==> src/rtl/core/ssort_pkg.sv <==
// Shared types and constants of the stack selection sorter.
`default_nettype none

package ssort_pkg;

    localparam int VALUE_W = 32;

    typedef enum logic [2:0] {
        S_LOAD,
        S_FETCH,
        S_SCAN,
        S_SWAP,
        S_EMIT
    } t_state;

    // Control of the shared minimum unit in the scan state.
    typedef struct packed {
        logic en;
        logic first;
    } t_min_ctl;

endpackage

`default_nettype wire

==> src/rtl/core/ssort_if.sv <==
// Stream interfaces of the stack selection sorter.
`default_nettype none

interface ssort_in_if;
    logic                               valid;
    logic                               ready;
    logic signed [ssort_pkg::VALUE_W-1:0] item_value;
    logic                               batch_end;

    modport source (output valid, output item_value, output batch_end, input ready);
    modport sink   (input valid, input item_value, input batch_end, output ready);
endinterface

interface ssort_out_if;
    logic                               valid;
    logic                               ready;
    logic signed [ssort_pkg::VALUE_W-1:0] sorted_value;
    logic                               run_end;
    logic                               overflowed;

    modport source (output valid, output sorted_value, output run_end, output overflowed,
                    input ready);
    modport sink   (input valid, input sorted_value, input run_end, input overflowed,
                    output ready);
endinterface

`default_nettype wire

==> src/rtl/core/ssort_ram.sv <==
// Generic single-write, single-read RAM with registered read data.
`default_nettype none

module ssort_ram #(
    parameter int WIDTH = 32,
    parameter int DEPTH = 64
) (
    input  wire                                    i_clk,
    input  wire                                    i_we,
    input  wire [(DEPTH > 1 ? $clog2(DEPTH) : 1)-1:0] i_waddr,
    input  wire [WIDTH-1:0]                        i_wdata,
    input  wire                                    i_re,
    input  wire [(DEPTH > 1 ? $clog2(DEPTH) : 1)-1:0] i_raddr,
    output logic [WIDTH-1:0]                       o_rdata
);

    logic [WIDTH-1:0] r_mem [DEPTH];
    logic [WIDTH-1:0] r_rdata;

    always_ff @(posedge i_clk) begin
        if (i_we) begin
            r_mem[i_waddr] <= i_wdata;
        end
        if (i_re) begin
            r_rdata <= r_mem[i_raddr];
        end
    end

    assign o_rdata = r_rdata;

endmodule

`default_nettype wire

==> src/rtl/core/ssort_min_unit.sv <==
// Shared signed minimum tracker used by every selection pass.
`default_nettype none

module ssort_min_unit #(
    parameter int IDX_W = 6
) (
    input  wire                               i_clk,
    input  ssort_pkg::t_min_ctl               i_ctl,
    input  wire [ssort_pkg::VALUE_W-1:0]      i_data,
    input  wire [IDX_W-1:0]                   i_data_idx,
    output logic [ssort_pkg::VALUE_W-1:0]     o_best,
    output logic [IDX_W-1:0]                  o_best_idx
);

    logic [ssort_pkg::VALUE_W-1:0] r_best;
    logic [IDX_W-1:0]              r_best_idx;
    logic                          w_less;

    // Strictly less keeps the earliest of equal values, as the pass order requires.
    assign w_less = $signed(i_data) < $signed(r_best);

    always_ff @(posedge i_clk) begin
        if (i_ctl.en && (i_ctl.first || w_less)) begin
            r_best     <= i_data;
            r_best_idx <= i_data_idx;
        end
    end

    assign o_best     = r_best;
    assign o_best_idx = r_best_idx;

endmodule

`default_nettype wire

==> src/rtl/core/stack_selection_sort.sv <==
// Top level of the stack selection sorter: load sequencer, RAM and shared minimum unit.
//
//   channel  | modport | payload                              | role
//   ---------+---------+--------------------------------------+--------------------------
//   i_in     | sink    | item_value, batch_end                | one push per transfer
//   o_out    | source  | sorted_value, run_end, overflowed    | batch in ascending order
//
// After the batch end, each pass over the values is paced by the single RAM read
// port that the scan walks one entry a cycle, and waits for its output transfer.
// Synchronous active-low reset empties the stack and clears the drop flag.
// The input is not ready while a batch is sorted or emitted; a stalled output
// holds the sequencer in place.
`default_nettype none

module stack_selection_sort #(
    parameter int STACK_DEPTH = 64
) (
    input  wire           i_clk,
    input  wire           i_rst_n,
    ssort_in_if.sink      i_in,
    ssort_out_if.source   o_out
);

    localparam int IDXW = (STACK_DEPTH > 1) ? $clog2(STACK_DEPTH) : 1;
    localparam int CNTW = $clog2(STACK_DEPTH + 1);
    localparam int VW   = ssort_pkg::VALUE_W;

    ssort_pkg::t_state r_state, n_state;
    logic [CNTW-1:0]   r_count, n_count;
    logic              r_drop, n_drop;
    logic [IDXW-1:0]   r_pass, n_pass;
    logic [CNTW-1:0]   r_scan, n_scan;
    logic [IDXW-1:0]   r_data_idx, n_data_idx;
    logic              r_first, n_first;
    logic [VW-1:0]     r_pass_val, n_pass_val;
    logic [VW-1:0]     r_out_value, n_out_value;
    logic              r_out_end, n_out_end;
    logic              r_out_ovf, n_out_ovf;

    logic              w_we;
    logic [IDXW-1:0]   w_waddr;
    logic [VW-1:0]     w_wdata;
    logic              w_re;
    logic [IDXW-1:0]   w_raddr;
    logic [VW-1:0]     w_rdata;
    logic [IDXW-1:0]   w_last_idx;
    logic [CNTW-1:0]   w_count_m1;
    ssort_pkg::t_min_ctl w_min_ctl;
    logic [VW-1:0]     w_best;
    logic [IDXW-1:0]   w_best_idx;

    assign w_count_m1 = CNTW'(r_count - 1'b1);
    assign w_last_idx = w_count_m1[IDXW-1:0];

    ssort_ram #(
        .WIDTH (VW),
        .DEPTH (STACK_DEPTH)
    ) u_store (
        .i_clk   (i_clk),
        .i_we    (w_we),
        .i_waddr (w_waddr),
        .i_wdata (w_wdata),
        .i_re    (w_re),
        .i_raddr (w_raddr),
        .o_rdata (w_rdata)
    );

    ssort_min_unit #(
        .IDX_W (IDXW)
    ) u_min (
        .i_clk      (i_clk),
        .i_ctl      (w_min_ctl),
        .i_data     (w_rdata),
        .i_data_idx (r_data_idx),
        .o_best     (w_best),
        .o_best_idx (w_best_idx)
    );

    always_ff @(posedge i_clk) begin
        if (!i_rst_n) begin
            r_state <= ssort_pkg::S_LOAD;
            r_count <= '0;
            r_drop  <= 1'b0;
            r_pass  <= '0;
            r_first <= 1'b0;
        end else begin
            r_state <= n_state;
            r_count <= n_count;
            r_drop  <= n_drop;
            r_pass  <= n_pass;
            r_first <= n_first;
        end
    end

    always_ff @(posedge i_clk) begin
        r_scan      <= n_scan;
        r_data_idx  <= n_data_idx;
        r_pass_val  <= n_pass_val;
        r_out_value <= n_out_value;
        r_out_end   <= n_out_end;
        r_out_ovf   <= n_out_ovf;
    end

    always_comb begin
        n_state     = r_state;
        n_count     = r_count;
        n_drop      = r_drop;
        n_pass      = r_pass;
        n_scan      = r_scan;
        n_data_idx  = r_data_idx;
        n_first     = r_first;
        n_pass_val  = r_pass_val;
        n_out_value = r_out_value;
        n_out_end   = r_out_end;
        n_out_ovf   = r_out_ovf;
        w_we        = 1'b0;
        w_waddr     = r_count[IDXW-1:0];
        w_wdata     = i_in.item_value;
        w_re        = 1'b0;
        w_raddr     = r_pass;
        w_min_ctl   = '0;
        i_in.ready  = 1'b0;
        o_out.valid = 1'b0;

        unique case (r_state)
            ssort_pkg::S_LOAD: begin
                i_in.ready = 1'b1;
                if (i_in.valid) begin
                    if (r_count < CNTW'(STACK_DEPTH)) begin
                        w_we    = 1'b1;
                        n_count = CNTW'(r_count + 1'b1);
                    end else begin
                        n_drop = 1'b1;
                    end
                    if (i_in.batch_end) begin
                        n_pass  = '0;
                        n_state = ssort_pkg::S_FETCH;
                    end
                end
            end
            ssort_pkg::S_FETCH: begin
                // The first word of a pass is the current head of the unsorted part.
                w_re       = 1'b1;
                w_raddr    = r_pass;
                n_data_idx = r_pass;
                n_scan     = CNTW'(CNTW'(r_pass) + 1'b1);
                n_first    = 1'b1;
                n_state    = ssort_pkg::S_SCAN;
            end
            ssort_pkg::S_SCAN: begin
                w_re            = 1'b1;
                w_raddr         = r_scan[IDXW-1:0];
                n_scan          = CNTW'(r_scan + 1'b1);
                n_data_idx      = r_scan[IDXW-1:0];
                w_min_ctl.en    = 1'b1;
                w_min_ctl.first = r_first;
                n_first         = 1'b0;
                if (r_first) begin
                    n_pass_val = w_rdata;
                end
                if (r_data_idx == w_last_idx) begin
                    n_state = ssort_pkg::S_SWAP;
                end
            end
            ssort_pkg::S_SWAP: begin
                // The head value moves into the slot the minimum leaves behind.
                w_we        = 1'b1;
                w_waddr     = w_best_idx;
                w_wdata     = r_pass_val;
                n_out_value = w_best;
                n_out_end   = (r_pass == w_last_idx);
                n_out_ovf   = r_drop;
                n_state     = ssort_pkg::S_EMIT;
            end
            ssort_pkg::S_EMIT: begin
                o_out.valid = 1'b1;
                if (o_out.ready) begin
                    if (r_out_end) begin
                        n_count = '0;
                        n_drop  = 1'b0;
                        n_state = ssort_pkg::S_LOAD;
                    end else begin
                        n_pass  = IDXW'(r_pass + 1'b1);
                        n_state = ssort_pkg::S_FETCH;
                    end
                end
            end
            default: begin
                n_state = ssort_pkg::S_LOAD;
            end
        endcase
    end

    assign o_out.sorted_value = r_out_value;
    assign o_out.run_end      = r_out_end;
    assign o_out.overflowed   = r_out_ovf;

endmodule

`default_nettype wire

==> src/flat_wrapper.sv <==
// flat-port wrapper written by rule: the top's interface ports become plain ports
module stack_selection_sort_flat 
#(
    parameter int STACK_DEPTH = 64
)
  (i_clk, i_rst_n, i_in_valid, i_in_item_value, i_in_batch_end, i_in_ready, o_out_valid, o_out_sorted_value, o_out_run_end, o_out_overflowed, o_out_ready);
  ssort_in_if i_in_i ();
  ssort_out_if o_out_i ();
  input  wire i_clk;
  input  wire i_rst_n;
  input wire logic [$bits(i_in_i.valid)-1:0] i_in_valid;
  input wire logic [$bits(i_in_i.item_value)-1:0] i_in_item_value;
  input wire logic [$bits(i_in_i.batch_end)-1:0] i_in_batch_end;
  output wire logic [$bits(i_in_i.ready)-1:0] i_in_ready;
  output wire logic [$bits(o_out_i.valid)-1:0] o_out_valid;
  output wire logic [$bits(o_out_i.sorted_value)-1:0] o_out_sorted_value;
  output wire logic [$bits(o_out_i.run_end)-1:0] o_out_run_end;
  output wire logic [$bits(o_out_i.overflowed)-1:0] o_out_overflowed;
  input wire logic [$bits(o_out_i.ready)-1:0] o_out_ready;
  assign i_in_i.valid = i_in_valid;
  assign i_in_i.item_value = i_in_item_value;
  assign i_in_i.batch_end = i_in_batch_end;
  assign i_in_ready = i_in_i.ready;
  assign o_out_valid = o_out_i.valid;
  assign o_out_sorted_value = o_out_i.sorted_value;
  assign o_out_run_end = o_out_i.run_end;
  assign o_out_overflowed = o_out_i.overflowed;
  assign o_out_i.ready = o_out_ready;
  stack_selection_sort #(.STACK_DEPTH(STACK_DEPTH)) u_core (.i_clk(i_clk), .i_rst_n(i_rst_n), .i_in(i_in_i), .o_out(o_out_i));
endmodule
==> config.mk <==
export PLATFORM = sky130hd
export DESIGN_NAME = stack_selection_sort_flat
export DESIGN_NICKNAME = d
export VERILOG_FILES = /design/src/rtl/core/ssort_pkg.sv /design/src/rtl/core/ssort_if.sv /design/src/rtl/core/ssort_ram.sv /design/src/rtl/core/ssort_min_unit.sv /design/src/rtl/core/stack_selection_sort.sv /design/src/flat_wrapper.sv
export SDC_FILE = /design/constraint.sdc
export NUM_CORES = 2
export LEC_CHECK = 0
export BUFFER_PORTS_ARGS = -buffer_cell sky130_fd_sc_hd__clkbuf_2
export CAP_MARGIN = 5
export CORE_MARGIN = 2
export CORE_UTILIZATION = 40
export DETAILED_ROUTE_END_ITERATION = 7
export GPL_TIMING_DRIVEN = 0
export PLACE_DENSITY = 0.65
export REMOVE_ABC_BUFFERS = 1
export SLEW_MARGIN = 10
export SYNTH_ARGS = -nofsm -noshare
export SYNTH_HDL_FRONTEND = slang
export SYNTH_SLANG_ARGS = --single-unit
==> constraint.sdc <==
create_clock -name i_clk -period 5 [get_ports i_clk]
set_input_delay 0.5 -clock i_clk [delete_from_list [all_inputs] [get_ports i_clk]]
set_output_delay 0.5 -clock i_clk [all_outputs]
set_load 0.02 [all_outputs]
==> impl_results.md <==
- Outcome: finished, final reports clean
- Leading cell types by total area after synthesis: edfxtp_1, nand2_1, mux2i_1
- Final Hold Fails: 0
- H-tree depth: 4
- Synth-to-Final Area Change: 17.6%
- Setup CP Type: flip-flop to flip-flop
- Ys flop type: edfxtp_1
- PnR worst setup slack: about 150 ps
- CTS tree: built
- Setup TNS: 0 ps
- CP most frequent cell: buf_16
- Worst Path Arrival: roughly 5400 ps
- WL final: ~250,000 um
- Reg2Reg Depth: 15
- Worst setup SP type: flip-flop
- Initial core utilization: between 40 and 50%
- Fin crit period: between 4000 and 5000 ps
- Tcrit/Tclk final: a little over nine tenths
- Fmax: approximately 0.21 GHz
- Die H: approximately 470 um
- Worst stage delay on the critical path: approximately 580 ps
- Slew Limit Fails: 0
- Utilization after layout: 47.2%
- Area leader, netlist: edfxtp_1
- Critical path's top delay family: buffers and inverters
- Sw Ratio: roughly a third
- Starting DRT DRC Count: 7,727
- Clock buffer depth: 3
- Worst hold path type: input pin to flip-flop
- Global-route usage over all layers: 22.1%
- First-pass GRT wire length: about 360,000 um
- Worst r2r src: u_core.r_state[1]$_SDFFE_PN0P_
- Cells after Synth: approximately 6,000
- Mean routed wirelength per cell: approximately 27 um
- Port Buffers: 72
- Top-count cell post-synth: edfxtp_1
- Clock Sinks: around 2,200
- Register area share after synthesis: between 70% and 80%
- Area share of the largest cell type after synthesis: approximately 76%
- Total Power: roughly 52 mW
- Slowest cell on the critical path: or4_1
- YS warnings: 0
- Nets: 6,264
- I/O pin count: 73
- 1st-pass router iterations: 8
- Worst R2R Setup Slack: approximately 150 ps
- Combinational Power Share: approximately 29%
- Reg clk slew, reported paths: approximately 60 ps
- Total Die Area: approximately 0.22 mm2
- Max_cap viols: 0
- Critical Path RT: between 5000 and 6000 ps
- Bufs and invs on worst path: 9
- Slew @ Worst Pin: ~1200 ps
- Clk pwr share: ~28%
- Largest net degree at the start of global routing: around 120
- TritonCTS Buffers: 207
- RR Endpoint: u_core.u_store.o_rdata[11]$_DFFE_PP_
- Top cells by count, synth: edfxtp_1, nand2_1, nand3_1
- Final Setup Violations: 0
- Sequential power share: a little over two fifths
- CP cell instances: nor3b_4 -> buf_6 -> mux2i_4 -> buf_16 -> buf_16 -> buf_16 -> buf_16 -> buf_16 -> inv_12 -> buf_16 -> mux4_2 -> a2111oi_4 -> nor4_2 -> buf_4 -> or4_1
- Worst Skew: between 40 and 50 ps
- Synth cell types: between 50 and 60
- Layout cells sized above 1: 11.4%
- Hold Startpoint: i_in_batch_end
- ANT nets after route: 0
- Die width: between 400 and 500 um
- Max VDD drop: about 0.44 mV
- Syn Std Cell Area: between 0.08 and 0.09 mm2
- Via Count: ~53,000
- Remaining DRCs: 0
- Initial antenna violation count: 18
- Static leakage: 33.9 nW
- #FFs+latches synth: roughly 2,200
- PwrDens: about 510 mW/mm2
- Total grt overflow: 0
- RSZ-0062 raised after global routing: false
- Routability cong.: between 0.8 and 0.9
- Worst-Skew Late Latency: ~860 ps
- Number of global-route vias before repair: 50,400
- Core footprint: about 0.22 mm2
- Psw: between 15 and 20 mW
- CTS root buffer: clkbuf_16
- Share of flip-flops with an asynchronous set or reset: 0%
- Syn avg cell area: between 10 and 15 um2
- Row count: around 170
- Rel. slew slack: 19.0%
- Post-synth EDFFs: roughly 2,200
- CP endpoint kind: flip-flop
- Dpl ws: -1370 ps
- Pint: 35.0 mW
- Avg Vias per Cell: between 5 and 6
- HPWL Detailed: around 150,000 um
- Hold Path Sink: u_core.r_state[0]$_SDFFE_PN0P_
- Hold depth: 4
- CP max FO: between 60 and 70
==> how the worst max path moves through the flow <==
stage / startpoint / endpoint / slack (ps) / cells past startpoint
2_1_floorplan: u_core.r_state[1]$_SDFFE_PN0P_ / u_core.u_store.o_rdata[30]$_DFFE_PP_ / -37540 / 7
3_3_place_gp: u_core.r_state[1]$_SDFFE_PN0P_ / u_core.u_store.o_rdata[11]$_DFFE_PP_ / -130580 / 7
3_5_place_dp: u_core.r_state[2]$_SDFFE_PN0P_ / u_core.u_store.o_rdata[15]$_DFFE_PP_ / -1370 / 15
4_1_cts: u_core.r_state[1]$_SDFFE_PN0P_ / u_core.u_store.o_rdata[31]$_DFFE_PP_ / 9 / 15
5_1_grt: u_core.r_state[2]$_SDFFE_PN0P_ / u_core.u_store.o_rdata[29]$_DFFE_PP_ / 10 / 15
6_report: u_core.r_state[1]$_SDFFE_PN0P_ / u_core.u_store.o_rdata[11]$_DFFE_PP_ / 150 / 15
==> flip-flops by register name (all words and copies together) (netlist names) <==
| register | flops |
|---|---|
| u_core.u_store.r_mem | 2048 |
| u_core.r_count | 7 |
| u_core.r_state | 3 |
| u_core.o_out.overflowed | 1 |
| u_core.r_pass_val | 32 |
| u_core.r_data_idx | 6 |
| u_core.r_pass | 6 |
| u_core.o_out.run_end | 1 |
| u_core.u_min.o_best_idx | 6 |
| u_core.r_first | 1 |
| u_core.r_drop | 1 |
| u_core.o_out.sorted_value | 32 |
| u_core.u_min.o_best | 32 |
| u_core.r_scan | 6 |
| u_core.u_store.o_rdata | 32 |
==> final cells by class <==
| class | count | area, um2 |
|---|---|---|
| Antenna cell | 33 | 82.6 |
| Clock buffer | 267 | 5430 |
| Clock inverter | 105 | 860 |
| Fill cell | 18000 | 114000 |
| Inverter | 44 | 204 |
| Multi-Input combinational cell | 3407 | 19900 |
| Sequential cell | 2214 | 66300 |
| Tap cell | 2854 | 3570 |
| Timing Repair Buffer | 317 | 5950 |
| Timing Repair inverter | 1 | 8.76 |
==> power by group through the flow <==
stage               logic [mW]  registers [mW]  clock network, mW
floorplan                 9.23            22.5                  0
finish                    14.9            22.3               14.8
CTS                       14.7            22.3               14.9
global route              15.8            22.3               15.6
global placement          9.54            22.8                  0
detailed placement        14.2            22.7                  0
==> cells in the final DEF (no fill, tap or decap), types with 25 or more instances in the layout <==
master	count
nand2_2	27
mux2i_1	431
clkinv_2	25
nor2_4	67
nand2_1	1381
edfxtp_1	2196
a22oi_1	25
buf_16	102
diode_2	33
clkbuf_1	59
nand3_1	817
clkinv_1	53
a21oi_1	44
clkbuf_16	209
nor3_1	50
ha_1	35
or4_1	30
a41oi_1	31
a31oi_1	132
o221ai_1	105
clkbuf_2	72
buf_12	118
inv_1	39
nor2_1	38
==> timing repair <==
item                                    CTS  global route
gates cloned                              9             1
pin swaps                                 2             0
setup buffers                             3             2
endpoints found under the setup margin   32            14
hold buffers                              3             0
hold endpoints to repair                  4             0
gates resized for setup                  16             4
==> cell families after synthesis <==
family          count (synthesis)  share of synthesized area, %
compound gates                418                          3.48
xor+xnor                       31                         0.312
mux                           447                          5.29
fa+ha+maj                      35                         0.504
simple gates                 2475                          12.2
flops                        2214                          76.3
buf+inv                       412                          1.90
==> through the flow <==
step / area (um2) / instances / hold slack, ps
after floorplan: 85400 / 5664 / 409
after global placement: 89400 / 8590 / 423
after detailed placement: 95500 / 8819 / 433
after CTS: 102000 / 9206 / 84.4
after global routing: 102000 / 9237 / 123
final: 102000 / 9242 / 124
==> worst reg2reg max path, cell delays in order (launching register included) <==
cell	delay, ps
dfxtp_2	420
nor3b_4	340
buf_6	210
mux2i_4	310
buf_16	200
buf_16	180
buf_16	200
buf_16	200
buf_16	200
inv_12	150
buf_16	330
mux4_2	490
a2111oi_4	470
nor4_2	90
buf_4	190
or4_1	580
==> per-layer routing <==
metal,GRT usage [%],wire (um),vias up
met5,0,46,-
met4,10.1,11800,6
met3,3.78,25400,521
met2,35.1,117000,3045
met1,29.7,96700,26900
li1,-,-,23000
(Power assumes the default switching activity.)
